===== src/emrs_pkg.sv =====
// ----------------------------------------------------------------------------
// emrs_pkg
// Shared types and constants for the e-paper refresh mode selector.
// ----------------------------------------------------------------------------
package emrs_pkg;

  localparam int TIME_WIDTH_DEFAULT = 32;
  localparam int NOW_W              = 32;
  localparam int RECT_W             = 16;
  localparam int CFG_IDX_W          = 2;
  localparam int CFG_DATA_W         = 16;

  // command codes
  localparam logic [1:0] CMD_CTRL   = 2'd0;
  localparam logic [1:0] CMD_PEN    = 2'd1;
  localparam logic [1:0] CMD_ITEM   = 2'd2;
  localparam logic [1:0] CMD_REGION = 2'd3;

  // signal numbers
  localparam logic [3:0] SIG_ROUTE    = 4'd0;
  localparam logic [3:0] SIG_PAGE     = 4'd12;
  localparam logic [3:0] SIG_PEN_DOWN = 4'd4;
  localparam logic [3:0] SIG_PEN_MOVE = 4'd5;
  localparam logic [3:0] SIG_PEN_UP   = 4'd6;

  // refresh modes
  localparam logic [2:0] MODE_PEN     = 3'd0;
  localparam logic [2:0] MODE_CONTENT = 3'd4;

  // register indexes
  localparam logic [CFG_IDX_W-1:0] REG_BASE_MODE     = 2'd0;
  localparam logic [CFG_IDX_W-1:0] REG_PAGE_INTERVAL = 2'd1;
  localparam logic [CFG_IDX_W-1:0] REG_PEN_TAIL      = 2'd2;
  localparam logic [CFG_IDX_W-1:0] REG_DUP_WINDOW    = 2'd3;

  // register reset values
  localparam logic [2:0]  BASE_MODE_RST     = 3'd1;
  localparam logic [7:0]  PAGE_INTERVAL_RST = 8'd0;
  localparam logic [15:0] PEN_TAIL_RST      = 16'd50;
  localparam logic [15:0] DUP_WINDOW_RST    = 16'd400;

  typedef struct packed {
    logic [2:0]  base_mode;
    logic [7:0]  page_interval;
    logic [15:0] pen_tail_ms;
    logic [15:0] dup_window_ms;
  } cfg_t;

  typedef struct packed {
    logic [1:0]               cmd;
    logic [NOW_W-1:0]         now_ms;
    logic [3:0]               signal_index;
    logic [2:0]               requested_mode;
    logic signed [RECT_W-1:0] rect_left;
    logic signed [RECT_W-1:0] rect_top;
    logic signed [RECT_W-1:0] rect_right;
    logic signed [RECT_W-1:0] rect_bottom;
  } item_t;

  typedef struct packed {
    logic [2:0] mode;
    logic       full;
  } res_t;

endpackage


===== src/emrs_cfg.sv =====
// ----------------------------------------------------------------------------
// emrs_cfg
// Configuration register file, write only.
// ----------------------------------------------------------------------------
module emrs_cfg (
  input  logic                            clk,
  input  logic                            rst,
  input  logic                            cfg_wr_en,
  input  logic [emrs_pkg::CFG_IDX_W-1:0]  cfg_index,
  input  logic [emrs_pkg::CFG_DATA_W-1:0] cfg_wr_data,
  output emrs_pkg::cfg_t                  cfg
);
  import emrs_pkg::*;

  always_ff @(posedge clk) begin
    if (rst) begin
      cfg.base_mode     <= BASE_MODE_RST;
      cfg.page_interval <= PAGE_INTERVAL_RST;
      cfg.pen_tail_ms   <= PEN_TAIL_RST;
      cfg.dup_window_ms <= DUP_WINDOW_RST;
    end else if (cfg_wr_en) begin
      unique case (cfg_index)
        REG_BASE_MODE:     cfg.base_mode     <= cfg_wr_data[2:0];
        REG_PAGE_INTERVAL: cfg.page_interval <= cfg_wr_data[7:0];
        REG_PEN_TAIL:      cfg.pen_tail_ms   <= cfg_wr_data;
        REG_DUP_WINDOW:    cfg.dup_window_ms <= cfg_wr_data;
        default: ;
      endcase
    end
  end

endmodule


===== src/emrs_core.sv =====
// ----------------------------------------------------------------------------
// emrs_core
// Page and pen state with the mode decision for the word in the input stage.
// ----------------------------------------------------------------------------
module emrs_core #(
  parameter int TIME_WIDTH = emrs_pkg::TIME_WIDTH_DEFAULT
) (
  input  logic            clk,
  input  logic            rst,
  input  logic            fire,
  input  emrs_pkg::item_t item,
  input  emrs_pkg::cfg_t  cfg,
  output emrs_pkg::res_t  res
);
  import emrs_pkg::*;

  localparam int TW = (TIME_WIDTH < NOW_W) ? TIME_WIDTH : NOW_W;
  localparam int DW = TW + 1;

  logic [DW-1:0]     pen_deadline, pen_deadline_next;
  logic              turn_pending, turn_pending_next;
  logic              seen_first, seen_first_next;
  logic              screen_known, screen_known_next;
  logic [RECT_W-1:0] screen_right, screen_right_next;
  logic [RECT_W-1:0] screen_bottom, screen_bottom_next;
  logic [7:0]        turn_count, turn_count_next;
  logic [TW-1:0]     last_time, last_time_next;

  logic [TW-1:0] now;
  logic [DW-1:0] pen_sum;
  logic [TW-1:0] age;
  logic [7:0]    cnt_inc;
  logic          pen_active, pen_sig, full_rect, dims_ok, dup, keep;

  always_comb begin
    now        = item.now_ms[TW-1:0];
    pen_sum    = {1'b0, now} + DW'(cfg.pen_tail_ms);
    pen_active = (now != '0) && ({1'b0, now} < pen_deadline);
    pen_sig    = (item.signal_index == SIG_PEN_DOWN) || (item.signal_index == SIG_PEN_MOVE) ||
                 (item.signal_index == SIG_PEN_UP);
    full_rect  = (item.rect_left == '0) && (item.rect_top == '0) &&
                 !item.rect_right[RECT_W-1] && !item.rect_bottom[RECT_W-1];
    dims_ok    = !screen_known || ((screen_right == item.rect_right) &&
                                   (screen_bottom == item.rect_bottom));
    age        = now - last_time;
    dup        = (last_time != '0) && (now >= last_time) && (age <= TW'(cfg.dup_window_ms));
    cnt_inc    = turn_count + 8'd1;
    keep       = 1'b0;

    pen_deadline_next  = pen_deadline;
    turn_pending_next  = turn_pending;
    seen_first_next    = seen_first;
    screen_known_next  = screen_known;
    screen_right_next  = screen_right;
    screen_bottom_next = screen_bottom;
    turn_count_next    = turn_count;
    last_time_next     = last_time;
    res.mode           = (item.requested_mode == MODE_PEN) ? MODE_PEN : cfg.base_mode;
    res.full           = 1'b0;

    unique case (item.cmd)
      CMD_CTRL: begin
        if (item.signal_index == SIG_ROUTE) begin
          turn_pending_next  = 1'b0;
          seen_first_next    = 1'b0;
          screen_known_next  = 1'b0;
          screen_right_next  = '0;
          screen_bottom_next = '0;
          turn_count_next    = '0;
          last_time_next     = '0;
        end else if (item.signal_index == SIG_PAGE) begin
          turn_pending_next = 1'b1;
        end
      end
      CMD_PEN: begin
        if (pen_sig && (now != '0) && (pen_deadline < pen_sum)) begin
          pen_deadline_next = pen_sum;
        end
      end
      CMD_ITEM: begin
        if (pen_active) begin
          res.mode = MODE_PEN;
        end
      end
      CMD_REGION: begin
        if ((item.requested_mode == MODE_CONTENT) && full_rect && turn_pending && dims_ok) begin
          screen_known_next  = 1'b1;
          screen_right_next  = item.rect_right;
          screen_bottom_next = item.rect_bottom;
          turn_pending_next  = 1'b0;
          if (!seen_first) begin
            seen_first_next = 1'b1;
            last_time_next  = now;
          end else if (!dup) begin
            last_time_next = now;
            if (cfg.page_interval != '0) begin
              if (cnt_inc < cfg.page_interval) begin
                turn_count_next = cnt_inc;
              end else begin
                turn_count_next = '0;
                keep            = 1'b1;
              end
            end
          end
        end
        if (pen_active) begin
          res.mode = MODE_PEN;
        end else if (keep) begin
          res.mode = MODE_CONTENT;
          res.full = 1'b1;
        end
      end
      default: ;
    endcase
  end

  always_ff @(posedge clk) begin
    if (rst) begin
      pen_deadline  <= '0;
      turn_pending  <= 1'b0;
      seen_first    <= 1'b0;
      screen_known  <= 1'b0;
      screen_right  <= '0;
      screen_bottom <= '0;
      turn_count    <= '0;
      last_time     <= '0;
    end else if (fire) begin
      pen_deadline  <= pen_deadline_next;
      turn_pending  <= turn_pending_next;
      seen_first    <= seen_first_next;
      screen_known  <= screen_known_next;
      screen_right  <= screen_right_next;
      screen_bottom <= screen_bottom_next;
      turn_count    <= turn_count_next;
      last_time     <= last_time_next;
    end
  end

  a_deadline_monotonic: assert property (@(posedge clk) disable iff (rst)
    1'b1 |=> pen_deadline >= $past(pen_deadline))
    else $error("pen deadline moved backwards");

  a_keep_needs_first: assert property (@(posedge clk) disable iff (rst)
    (fire && keep) |-> (seen_first && screen_known))
    else $error("full refresh kept without a first candidate");

endmodule


===== src/emrs_out_reg.sv =====
// ----------------------------------------------------------------------------
// emrs_out_reg
// Result register on the output channel.
// ----------------------------------------------------------------------------
module emrs_out_reg (
  input  logic           clk,
  input  logic           rst,
  input  logic           load,
  input  emrs_pkg::res_t res,
  input  logic           out_ready,
  output logic           out_valid,
  output logic [2:0]     effective_mode,
  output logic           full_refresh
);
  import emrs_pkg::*;

  always_ff @(posedge clk) begin
    if (rst) begin
      out_valid <= 1'b0;
    end else if (load) begin
      out_valid <= 1'b1;
    end else if (out_ready) begin
      out_valid <= 1'b0;
    end
  end

  always_ff @(posedge clk) begin
    if (load) begin
      effective_mode <= res.mode;
      full_refresh   <= res.full;
    end
  end

endmodule


===== src/eink_refresh_mode_selector.sv =====
// ----------------------------------------------------------------------------
// eink_refresh_mode_selector
// Picks the e-paper refresh mode from a stream of timestamped events.
//
// Input words (in_valid/in_ready) carry controller signals, pen signals and
// item or region mode requests. Signals update page and pen state and give
// no output; each request gives one output word (out_valid/out_ready) with
// effective_mode and full_refresh.
// A word is captured in an input register and decided from there; the edge
// on which it fires applies it to the state and loads a request's result
// into the output register.
// One word per cycle is sustained unless a request waits on a held result;
// the state update is a single compare-and-add step.
// When the receiver stalls with a result held, the input stage keeps taking
// signal words and holds a request until the output register frees, so
// in_ready drops only then. in_ready is low during reset. Reset clears the
// page and pen state and the valid flags and restores the register defaults;
// configuration is written through cfg_wr_en/cfg_index/cfg_wr_data.
// ----------------------------------------------------------------------------
module eink_refresh_mode_selector #(
  parameter int TIME_WIDTH = emrs_pkg::TIME_WIDTH_DEFAULT
) (
  input  logic                            clk,
  input  logic                            rst,
  input  logic                            cfg_wr_en,
  input  logic [emrs_pkg::CFG_IDX_W-1:0]  cfg_index,
  input  logic [emrs_pkg::CFG_DATA_W-1:0] cfg_wr_data,
  input  logic                            in_valid,
  output logic                            in_ready,
  input  logic [1:0]                      cmd,
  input  logic [emrs_pkg::NOW_W-1:0]      now_ms,
  input  logic [3:0]                      signal_index,
  input  logic [2:0]                      requested_mode,
  input  logic signed [15:0]              rect_left,
  input  logic signed [15:0]              rect_top,
  input  logic signed [15:0]              rect_right,
  input  logic signed [15:0]              rect_bottom,
  output logic                            out_valid,
  input  logic                            out_ready,
  output logic [2:0]                      effective_mode,
  output logic                            full_refresh
);
  import emrs_pkg::*;

  cfg_t  cfg;
  item_t s1_item;
  res_t  res;
  logic  s1_valid, s1_is_req, s1_fire, out_load;

  assign s1_is_req = (s1_item.cmd == CMD_ITEM) || (s1_item.cmd == CMD_REGION);
  assign s1_fire   = s1_valid && (!s1_is_req || !out_valid || out_ready);
  assign out_load  = s1_fire && s1_is_req;
  assign in_ready  = !rst && (!s1_valid || s1_fire);

  always_ff @(posedge clk) begin
    if (rst) begin
      s1_valid <= 1'b0;
    end else if (in_ready) begin
      s1_valid <= in_valid;
    end
  end

  always_ff @(posedge clk) begin
    if (in_valid && in_ready) begin
      s1_item.cmd            <= cmd;
      s1_item.now_ms         <= now_ms;
      s1_item.signal_index   <= signal_index;
      s1_item.requested_mode <= requested_mode;
      s1_item.rect_left      <= rect_left;
      s1_item.rect_top       <= rect_top;
      s1_item.rect_right     <= rect_right;
      s1_item.rect_bottom    <= rect_bottom;
    end
  end

  emrs_cfg u_cfg (
    .clk         (clk),
    .rst         (rst),
    .cfg_wr_en   (cfg_wr_en),
    .cfg_index   (cfg_index),
    .cfg_wr_data (cfg_wr_data),
    .cfg         (cfg)
  );

  emrs_core #(
    .TIME_WIDTH (TIME_WIDTH)
  ) u_core (
    .clk  (clk),
    .rst  (rst),
    .fire (s1_fire),
    .item (s1_item),
    .cfg  (cfg),
    .res  (res)
  );

  emrs_out_reg u_out (
    .clk            (clk),
    .rst            (rst),
    .load           (out_load),
    .res            (res),
    .out_ready      (out_ready),
    .out_valid      (out_valid),
    .effective_mode (effective_mode),
    .full_refresh   (full_refresh)
  );

  a_full_is_content: assert property (@(posedge clk) disable iff (rst)
    (out_valid && full_refresh) |-> (effective_mode == MODE_CONTENT))
    else $error("full refresh without content mode");

  a_accept_lands: assert property (@(posedge clk) disable iff (rst)
    (in_valid && in_ready) |=> s1_valid)
    else $error("accepted word lost from input stage");

  a_signal_no_result: assert property (@(posedge clk) disable iff (rst)
    (s1_fire && !s1_is_req && out_valid && out_ready) |=> !out_valid)
    else $error("signal word produced a result");

endmodule

===== config.mk =====
export PLATFORM = sky130hd
export DESIGN_NAME = eink_refresh_mode_selector
export DESIGN_NICKNAME = d
export VERILOG_FILES = /design/src/emrs_pkg.sv /design/src/emrs_cfg.sv /design/src/emrs_core.sv /design/src/emrs_out_reg.sv /design/src/eink_refresh_mode_selector.sv
export SDC_FILE = /design/constraint.sdc
export NUM_CORES = 1
export LEC_CHECK = 0
export BUFFER_PORTS_ARGS = -buffer_cell sky130_fd_sc_hd__clkbuf_2
export CORE_ASPECT_RATIO = 0.8
export CORE_MARGIN = 3
export CORE_UTILIZATION = 40
export DETAILED_ROUTE_END_ITERATION = 8
export HOLD_SLACK_MARGIN = 0.1
export SLEW_MARGIN = 25
export SYNTH_ARGS = -nofsm -noshare
export SYNTH_HDL_FRONTEND = slang
export SYNTH_HIERARCHICAL = 1
export SYNTH_SLANG_ARGS = --single-unit

===== constraint.sdc =====
create_clock -name clk -period 6.46 [get_ports clk]
set_input_delay 0.646 -clock clk [delete_from_list [all_inputs] [get_ports clk]]
set_output_delay 0.646 -clock clk [all_outputs]
set_load 0.01 [all_outputs]

Word-level counts from Yosys, hierarchy flattened
Cells that the tools add are included.
{"block": "totals", "regBits": 261, "latch_bits": 0, "ram_bits": 0, "mem_bits_ro": 0, "in_bits": 128, "out_inout_bits": 6, "elab_cells": 140, "mem_count": 0}
{"block": "classes", "n_addsub": 3, "mul": 0, "div_mod_pow": 0, "n_lt_le_gt_ge": 5, "n_eq_ne": 20, "shifts": 0, "muxes": 37, "bitwise_logic": 1, "n_reduce_logical": 51}
{"cell": "32-bit 2-to-1 mux", "n": 4}
{"cell": "16-bit one-hot mux with 2 select lines", "n": 2}
{"cell": "32-bit one-hot mux with 2 select lines", "n": 1}
{"cell": "32-bit nonzero test", "n": 2}
{"cell": "16-bit 2-to-1 mux", "n": 3}
{"cell": "8-bit 2-to-1 mux", "n": 6}
{"cell": "32-bit by 16-bit adder with 33-bit output", "n": 1}
{"cell": "32-bit by 33-bit less-than comparator with 1-bit output", "n": 1}
{"cell": "33-bit less-than comparator", "n": 1}
{"cell": "16-bit equality test", "n": 2}
{"cell": "32-bit >= comparator", "n": 1}
{"cell": "32-bit by 16-bit <= comparator with 1-bit output", "n": 1}
{"cell": "16-bit logical NOT", "n": 2}
{"cell": "32-bit subtractor", "n": 1}
{"cell": "1-bit logical AND", "n": 16}
{"cell": "8-bit one-hot mux with 2 select lines", "n": 1}
{"cell": "1-bit 2-to-1 mux", "n": 13}
{"cell": "4-bit by 3-bit equality test with 1-bit output, second input constant", "n": 3}
{"cell": "3-bit 2-to-1 mux", "n": 3}
{"cell": "8-bit by 1-bit adder with 8-bit output, second input constant", "n": 1}
{"cell": "2-bit equality test, second input constant", "n": 4}
{"cell": "8-bit less-than comparator", "n": 1}
{"cell": "2-bit by 1-bit != test with 1-bit output, second input constant", "n": 4}
{"cell": "2-bit AND reduction", "n": 4}
{"cell": "other kinds (22)", "n": 39}

Logic depth before layout (Yosys ltp)
Gate-level depths: netlist of the first run.
{"block": "depth", "word_depth": 12, "ltp_mapped": 22, "depth_no_buf": 20}

Modules after synthesis
Netlist of the first run, hierarchy kept.
{"mod": "emrs_core", "instances": 1, "cells_per_inst": 1419, "area_each_um2": 10837.9}
{"mod": "eink_refresh_mode_selector", "instances": 1, "cells_per_inst": 114, "area_each_um2": 3234.4}
{"mod": "emrs_cfg", "instances": 1, "cells_per_inst": 169, "area_each_um2": 1774.2}
{"mod": "emrs_out_reg", "instances": 1, "cells_per_inst": 8, "area_each_um2": 158.9}

Least setup slack after synthesis of the first run
No wires, ideal clock.
{"block": "synth_path", "kind": "input -> register", "from": "in out_ready", "to": "reg s1_item[0] (netlist name) (enable)", "arrival_ns": 4.921, "setup_slack_ns": 0.989, "stages": 2, "path_cell_list": "and4b_2 > nor3b_2"}
{"block": "synth_via", "elab_chain_cells": 5}
{"item": "start: declaration", "line": "eink_refresh_mode_selector.sv:39", "source": "input logic out_ready,"}
{"item": "1-bit logical OR", "line": "eink_refresh_mode_selector.sv:51", "source": "assign s1_fire = s1_valid && (!s1_is_req || !out_valid || out_ready);"}
{"item": "1-bit logical AND", "line": "eink_refresh_mode_selector.sv:51"}
{"item": "1-bit logical OR", "line": "eink_refresh_mode_selector.sv:53", "source": "assign in_ready = !rst && (!s1_valid || s1_fire);"}
{"item": "1-bit logical AND", "line": "eink_refresh_mode_selector.sv:53"}
{"item": "1-bit logical AND", "line": "eink_refresh_mode_selector.sv:64", "source": "if (in_valid && in_ready) begin"}
{"item": "end: declaration", "line": "eink_refresh_mode_selector.sv:46", "source": "item_t s1_item;"}
Every way passes these cells.
A chain may end at the register's enable or synchronous reset.

Final worst setup path of the first run
{"block": "layout_path", "from": "reg s1_item[71] (netlist name)", "to": "reg u_core.last_time[1]"}
{"block": "layout_via", "elab_chain_cells": 5, "word_cells_on_any_way": 7}
{"item": "32-bit subtractor or 32-bit >= comparator (tied branches)", "line": "emrs_core.sv:45, emrs_core.sv:46"}
{"item": "32-bit by 16-bit <= comparator with 1-bit output or 1-bit logical AND (tied branches)", "line": "emrs_core.sv:46", "source": "dup = (last_time != '0) && (now >= last_time) && (age <= TW'(cfg.dup_window_ms));"}
{"item": "1-bit logical AND *", "line": "emrs_core.sv:46"}
{"item": "3-bit != test (no source line) *"}
{"item": "5-bit AND reduction (no source line) *"}
{"item": "end signal: assignment", "line": "emrs_core.sv:135", "source": "last_time <= last_time_next;"}
{"item": "end: declaration", "line": "emrs_core.sv:27", "source": "logic [TW-1:0] last_time, last_time_next;"}
Mark *: on every way between the ends. The rest lies on a longest branch, timed or not.

==> results of run 1 <==
## per-layer routing
metal,up-vias,global-route usage
met2,492,0.321
met1,6471,0.316
met4,8,0.0359
met3,58,0.0524
met5,-,0
li1,6551,-
## through the flow
stage          hold WS, ps  utilization  area, µm²  total power (µW)  instances
6_report               219        0.467      18200              3980       2366
4_1_cts                198        0.467      18200              4010       2366
2_1_floorplan          448            -      16000              2160       1710
3_5_place_dp           470        0.443      17200              2330       2315
5_1_grt                198        0.467      18200              4150       2366
3_3_place_gp           463        0.443      17200              2320       2315
## worst max path at each step
| stage | start | to | slack (ps) | cells after the start |
|---|---|---|---|---|
| after global placement | s1_item[72] | u_core/turn_count[1] | 960 | 20 |
| after CTS | s1_item[71] | u_core/pen_deadline[6] | 910 | 22 |
| final | s1_item[71] | u_core/last_time[1] | 820 | 21 |
| after global routing | s1_item[71] | u_core/pen_deadline[12] | 400 | 22 |
| after detailed placement | s1_item[71] | u_core/turn_count[1] | 970 | 21 |
| after floorplan | out_ready | s1_item[0] | 990 | 2 |
## Yosys cell counts (all sizes together) (30+ instances only)
| library cell | number |
|---|---|
| xor2 | 57 |
| a21oi | 112 |
| nor2 | 111 |
| a211oi | 32 |
| clkbuf | 55 |
| ha | 139 |
| o31ai | 37 |
| nand2b | 68 |
| a22oi | 30 |
| o21ai | 50 |
| mux2i | 63 |
| nand2 | 101 |
| a311o | 33 |
| nor4 | 54 |
| nand4 | 34 |
| dfxtp | 152 |
| inv | 113 |
| nand3 | 72 |
| edfxtp | 109 |
## critical path, cell delays in order (launching register included)
cell and delay [ps]:
sky130_fd_sc_hd__edfxtp_1 460, sky130_fd_sc_hd__inv_1 70, sky130_fd_sc_hd__ha_1 240, sky130_fd_sc_hd__fa_1 440
sky130_fd_sc_hd__nor2b_1 230, sky130_fd_sc_hd__o21bai_1 120, sky130_fd_sc_hd__a21oi_1 220, sky130_fd_sc_hd__nor3_1 110
sky130_fd_sc_hd__o31ai_1 420, sky130_fd_sc_hd__xor2_1 220, sky130_fd_sc_hd__ha_1 280, sky130_fd_sc_hd__nand4_1 140
sky130_fd_sc_hd__inv_1 60, sky130_fd_sc_hd__a221oi_1 280, sky130_fd_sc_hd__nor2_1 150, sky130_fd_sc_hd__nor4b_1 320
sky130_fd_sc_hd__nand4_1 130, sky130_fd_sc_hd__nor4_1 260, sky130_fd_sc_hd__and3_1 560, sky130_fd_sc_hd__and2_1 220
sky130_fd_sc_hd__buf_4 360, sky130_fd_sc_hd__a311o_1 240
## sequential cells by signal, summed over array words and instances, names as in the netlist, 3 cells and up
signal,cells
s1_item,105
u_cfg/cfg,43
u_core/last_time,32
u_core/pen_deadline,33
u_core/screen_bottom,16
u_core/screen_right,16
u_core/turn_count,8
u_out/effective_mode,3
## final cells by class
type	count	area, µm²	share of cell area
inverters	113	424	0.0234
clock buffers	41	779	0.0429
multi-input cells	1261	8980	0.494
well taps	528	661	0.0364
clock inverters	10	175	0.00965
repair buffers	152	823	0.0453
flip-flops and latches	261	6320	0.348
## cells by family (layout without fill, tap and decap cells)
group	Yosys count	in the layout	synth area share
adders and majority gates	141	141	0.111
buffers and inverters	188	316	0.0477
DFF	261	261	0.395
muxes	64	64	0.0401
AOI/OAI and AO/OA	412	412	0.177
and+or+nand+nor	559	559	0.183
xor gates and xnor gates	85	85	0.0465
## where the power goes
group / leakage (µW) / internal [µW] / switching (µW)
combinational: 0.00430 / 193 / 290
sequential: 0.00225 / 1770 / 52.1
clock: 0.000464 / 997 / 681
total: 0.00701 / 2960 / 1020
## layout by cell type, fill, tap and decap left out, types with 34 or more instances in the layout
| cell | count |
|---|---|
| sky130_fd_sc_hd__a21oi_1 | 110 |
| sky130_fd_sc_hd__clkbuf_2 | 132 |
| sky130_fd_sc_hd__dfxtp_1 | 152 |
| sky130_fd_sc_hd__edfxtp_1 | 109 |
| sky130_fd_sc_hd__ha_1 | 139 |
| sky130_fd_sc_hd__inv_1 | 113 |
| sky130_fd_sc_hd__mux2i_1 | 63 |
| sky130_fd_sc_hd__nand2_1 | 100 |
| sky130_fd_sc_hd__nand2b_1 | 68 |
| sky130_fd_sc_hd__nand3_1 | 72 |
| sky130_fd_sc_hd__nand4_1 | 34 |
| sky130_fd_sc_hd__nor2_1 | 110 |
| sky130_fd_sc_hd__nor4_1 | 54 |
| sky130_fd_sc_hd__o21ai_0 | 45 |
| sky130_fd_sc_hd__o31ai_1 | 37 |
| sky130_fd_sc_hd__xor2_1 | 57 |
==> results.rst, run 1 <==
.. list-table::
   :header-rows: 1

   * - Metric
     - Value
   * - Unrepaired setup endpoints after global routing
     - no
   * - Type of origin of the critical path
     - flop
   * - H-tree depth reported by CTS
     - 1
   * - Run status
     - finished clean
   * - Final weighted congestion of routability-driven global placement
     - 0.927
   * - Clock skew
     - 56.2 ps
   * - Gate Count Post-Synth
     - about 1.7k
   * - Count of pins on the block boundary
     - 134
   * - Remaining DRCs
     - 0
   * - Final routed wire length divided by cell count
     - between 15 and 20 µm
   * - Ant diodes
     - 0
   * - Overall routing resource usage
     - 0.214
   * - Flops & latches, synth
     - between 200 and 300
   * - Cell depth of the worst hold path
     - 1
   * - Largest fanout on the critical path
     - 32
   * - Leading post-synthesis cells by cell area
     - sky130_fd_sc_hd__edfxtp_1, sky130_fd_sc_hd__dfxtp_1, sky130_fd_sc_hd__ha_1
   * - Met3 WL post-DR
     - 4010 µm
   * - I/O Buffers
     - 133
   * - Post-layout min period
     - 5640 ps
   * - Worst reg-to-reg path cell count
     - 21
   * - Buffer cell driving the clock tree root
     - sky130_fd_sc_hd__clkbuf_16
   * - Worst setup timing slack at the placement stage
     - between 900 and 1000 ps
   * - Initial core utilization
     - 0.412
   * - Worst r2r dst
     - u_core/last_time[1]
   * - HPWL after detailed placement
     - 34,900 µm
   * - Placeable core region
     - 38,800 µm²
   * - Post-synth top area share
     - 0.205
   * - Net count after synthesis
     - 1,979
   * - Worst hold-check path type
     - in2reg
   * - CTS Hold Bufs
     - 0
   * - TritonCTS clock tree
     - built
   * - RR Startpoint
     - s1_item[71]
   * - Total number of vias
     - approximately 14k
   * - WP data arrival
     - ~6000 ps
   * - Die extent in y
     - 185 µm
   * - WL met1
     - 22,700 µm
   * - Clock transition at the register clock pins on the worst setup and hold paths after CTS
     - 70 ps
   * - Share of cells above drive strength 1
     - 0.123
   * - 1st-pass router iterations
     - 5
   * - Syn-to-layout area delta
     - 13.4%
   * - Slew at the pin with the worst max-slew slack
     - 970 ps
   * - Startpoint-to-endpoint class of the critical path
     - reg2reg
   * - Antenna Nets Post-Route
     - 0
   * - Post-synthesis async set-or-reset flop share
     - 0
   * - Headroom to the max-slew limit
     - 0.353
   * - Number of pins with negative max-slew slack in the final report
     - 0
   * - Highest attainable clock frequency
     - 177 MHz
   * - Max-cap check violation count
     - 0
   * - Kind of end point of the critical path
     - flop
   * - Worst Hold End
     - s1_item[87]
   * - Reg2Reg Setup Slack
     - 820 ps
   * - Number of cell rows
     - 64
   * - CTS Sinks
     - ~260
   * - Fin worst setup slack
     - 819 ps
   * - Final number of hold-violating endpoints
     - 0
   * - Pin count of the biggest net entering global routing
     - 69
   * - Cell area power density
     - 219 nW/µm²
   * - Fill cell count
     - 3,655
   * - Required time of the critical path
     - 6950 ps
   * - Most used DFF post-synth
     - sky130_fd_sc_hd__dfxtp_1
   * - Clock latency on the worst-skew pair
     - 600 ps
   * - Die Footprint
     - about 42,000 µm²
   * - Sequential share of the synthesized area
     - 0.395
   * - Detailed-routed wire length on met2
     - 19,500 µm
   * - DR iter-0 viols
     - between 1k and 1.5k
   * - Part of the cycle the worst path needs
     - 0.873
   * - Uppermost metal layer occupied by signal nets
     - met5
   * - Setup TNS
     - 0 ps
   * - Floorplan die width
     - 230 µm
   * - Final setup violation count
     - 0
   * - Yosys top cell by area
     - sky130_fd_sc_hd__edfxtp_1
   * - Vias per inst
     - 5.74
   * - Average size of a mapped cell
     - around 9.4 µm²
   * - Worst VDD drop
     - 0.185 mV
   * - Buffer levels on the longest clock path
     - 3
   * - Yosys Warn Count
     - 6
   * - Layout net count
     - around 2.1k
   * - Cts repair resizes
     - 0
   * - Static power due to leakage
     - 0.00701 µW
   * - Number of distinct standard cells referenced by the synthesized netlist
     - 77
   * - CTS buffer count
     - 28
   * - Min-Delay Startpoint
     - now_ms[16]
   * - Post-CTS setup buffers
     - 0
   * - Via count of the first global-routing pass
     - 12.8k
   * - Final wirelength
     - 47,000 µm
   * - Overflow left after global routing
     - 0
   * - Initial antenna violation count
     - 4
   * - Netlist area before placement
     - between 15,000 and 20,000 µm²
   * - Number of enable-type register cells in the synthesized netlist
     - 109
   * - Wire length of the first global-routing pass
     - 72,400 µm
(Power assumes the default switching activity.)
==> run 2: changes to the inputs <==
--- a/config.mk
+++ b/config.mk
@@ -6,9 +6,11 @@
 export NUM_CORES = 1
 export LEC_CHECK = 0
 export BUFFER_PORTS_ARGS = -buffer_cell sky130_fd_sc_hd__clkbuf_2
+export CAP_MARGIN = 20
 export CORE_ASPECT_RATIO = 0.8
 export CORE_MARGIN = 3
 export CORE_UTILIZATION = 40
+export CTS_BUF_LIST = sky130_fd_sc_hd__clkbuf_4
 export DETAILED_ROUTE_END_ITERATION = 8
 export HOLD_SLACK_MARGIN = 0.1
 export SLEW_MARGIN = 25
==> run 2 against run 1 <==
  * Clock power decreased by 7%
  * Largest cell class unchanged
  * Combinational power increased by 11%
  * Sequential power about the same
  * Largest power group unchanged
  * Critical endpoint is now u_core/turn_count[1]
  * Die area unchanged
  * Register-to-register slack about the same
  * Final cell count increased by 7.9%
  * Setup slack improved by 13 ps
==> results.rst, run 2 (synthesis results as in run 1) <==
.. list-table::
   :header-rows: 1

   * - Metric
     - Value
   * - Highest attainable clock frequency
     - between 150 and 200 MHz
   * - Part of the cycle the worst path needs
     - 0.871
   * - Area of the multi-input gates
     - between 8000 and 9000 µm²
   * - Clock transition at the register clock pins on the worst setup and hold paths after CTS
     - approximately 70 ps
   * - Total number of vias
     - 14.4k
   * - Final wirelength
     - 49,000 µm
   * - Slew at the pin with the worst max-slew slack
     - about 1100 ps
   * - Largest registers in the final layout
     - s1_item (105), u_cfg/cfg (43), u_core/pen_deadline (33)
   * - Final setup violation count
     - 0
   * - H-tree depth reported by CTS
     - 3
   * - Total area of sequential cells
     - 6320 µm²
   * - TritonCTS clock tree
     - built
   * - Share of cells above drive strength 1
     - 0.149
   * - Most used cells in the layout excluding fill and tap cells
     - sky130_fd_sc_hd__dfxtp_1, sky130_fd_sc_hd__ha_1, sky130_fd_sc_hd__clkbuf_2, sky130_fd_sc_hd__inv_1
   * - Placeable core region
     - roughly 39,000 µm²
   * - Overflow left after global routing
     - 0
   * - Worst VDD drop
     - 0.199 mV
   * - Final number of hold-violating endpoints
     - 0
   * - Kind of end point of the critical path
     - flop
   * - Die extent in y
     - about 180 µm
   * - WP data arrival
     - 6230 ps
   * - Clock skew
     - 51.1 ps
   * - Final routed wire length divided by cell count
     - 19.2 µm
   * - Buffer levels on the longest clock path
     - 3
   * - Required time of the critical path
     - 7070 ps
   * - Max-cap check violation count
     - 0
   * - Startpoint-to-endpoint class of the critical path
     - reg2reg
   * - Remaining DRCs
     - 0
   * - Final weighted congestion of routability-driven global placement
     - 0.927
   * - Syn-to-layout area delta
     - 20.1%
   * - Leading cell type in the layout, fill and taps excluded
     - sky130_fd_sc_hd__dfxtp_1
   * - Reg2Reg Setup Slack
     - ~830 ps
   * - Number of cell rows
     - 64
   * - DR iter-0 viols
     - 1,203
   * - Fill cell count
     - 3,598
   * - Static power due to leakage
     - 0.00755 µW
   * - Initial core utilization
     - 0.412
   * - Headroom to the max-slew limit
     - 0.298
   * - Post-layout min period
     - about 5600 ps
   * - CTS Sinks
     - approximately 260
   * - Layout net count
     - 2,236
   * - Initial antenna violation count
     - 3
   * - Pin count of the biggest net entering global routing
     - 69
   * - Clock latency on the worst-skew pair
     - roughly 760 ps
   * - Largest fanout on the critical path
     - 12
   * - HPWL after detailed placement
     - roughly 35,000 µm
   * - Setup TNS
     - 0 ps
   * - CTS buffer count
     - 71
   * - Floorplan die width
     - 230 µm
   * - Count of pins on the block boundary
     - 134
   * - Wire length of the first global-routing pass
     - 76,000 µm
   * - Share of the core filled with cells in the final layout
     - 0.495
   * - Type of origin of the critical path
     - flop
   * - Unrepaired setup endpoints after global routing
     - no
   * - Register bank with the most flops
     - s1_item
   * - Worst hold-check path type
     - in2reg
   * - Total chip power
     - 3910 µW
   * - Buffer cell driving the clock tree root
     - sky130_fd_sc_hd__clkbuf_4
   * - Antenna Nets Post-Route
     - 0
   * - 1st-pass router iterations
     - 5
   * - Overall routing resource usage
     - 0.226
   * - Vias per inst
     - 5.63
   * - Die Footprint
     - 42,500 µm²
   * - I/O Buffers
     - between 100 and 150
   * - Run status
     - finished clean
   * - Flip-flop count of the largest register after layout
     - between 100 and 150
   * - Number of pins with negative max-slew slack in the final report
     - 0
   * - Via count of the first global-routing pass
     - 13.8k
   * - Cell area power density
     - 204 nW/µm²
## run 2: changes by cell type in the layout (fill, tap and decap cells not counted), sizes merged
cell and change:
clkinvlp +3, clkbuf +65, diode +2, dlygate4sd3 +107
bufinv -3, inv +1, clkinv +13
## run 2: final cells by class
class,count,share of cell area
clock inverters,24,0.00775
inverters,113,0.0221
repair buffers,259,0.0985
multi-input cells,1261,0.467
flip-flops and latches,261,0.329
well taps,528,0.0344
diodes,2,0.000260
clock buffers,106,0.0414
## run 2: worst max-delay path, stage by stage (launching register included)
cell,delay (ps)
sky130_fd_sc_hd__edfxtp_1,450
sky130_fd_sc_hd__inv_1,70
sky130_fd_sc_hd__ha_1,240
sky130_fd_sc_hd__fa_1,450
sky130_fd_sc_hd__nor2b_1,230
sky130_fd_sc_hd__o21bai_1,120
sky130_fd_sc_hd__a21oi_1,210
sky130_fd_sc_hd__nor3_1,110
sky130_fd_sc_hd__o31ai_1,430
sky130_fd_sc_hd__xor2_1,220
sky130_fd_sc_hd__ha_1,280
sky130_fd_sc_hd__nand4_1,140
sky130_fd_sc_hd__inv_1,50
sky130_fd_sc_hd__a221oi_1,270
sky130_fd_sc_hd__nor2_1,150
sky130_fd_sc_hd__nor4b_1,320
sky130_fd_sc_hd__nand4_1,130
sky130_fd_sc_hd__nor4_1,260
sky130_fd_sc_hd__and3_1,540
sky130_fd_sc_hd__buf_4,300
sky130_fd_sc_hd__a21oi_1,170
sky130_fd_sc_hd__mux2_2,330
## run 2: report_power, final
part | total [µW] | internal [µW] | switching, µW | leakage [µW]
Clock | 1560 | 803 | 753 | 0.000551
Sequential | 1820 | 1770 | 52.4 | 0.00225
Combinational | 537 | 235 | 302 | 0.00475
## run 2: metal layers
layer | vias to the layer above | track usage | wire [µm]
met5 | - | 0 | 7
met4 | 2 | 0.0662 | 981
met3 | 74 | 0.0618 | 4540
met2 | 603 | 0.342 | 20800
met1 | 6801 | 0.317 | 22700
li1 | 6899 | - | -
## run 2: stage by stage
stage	hold slack [ps]	cell area, µm²	std cells	worst slack (ps)
after detailed placement	470	17200	2315	972
after floorplan	448	16000	1710	989
after CTS	108	19200	2552	955
after global placement	463	17200	2315	958
after global routing	139	19200	2554	465
final	192	19200	2554	831
## run 2: repair_timing
action                     in CTS  in global routing
gates resized for setup         0                  0
hold endpoints to repair      107                  0
buffers inserted                0                  0
hold buffers                  107                  0
setup endpoints to repair       0                  0
## run 2: path summary, 6_finish.rpt
kind                                      start                   end  cells past startpoint
worst max-delay path                s1_item[71]  u_core/turn_count[1]                     21
worst min-delay path            cfg_wr_data[10]         u_cfg/cfg[26]                      3
worst max register to register      s1_item[71]  u_core/turn_count[1]                     21
worst min register to register    u_cfg/cfg[12]         u_cfg/cfg[12]                      2
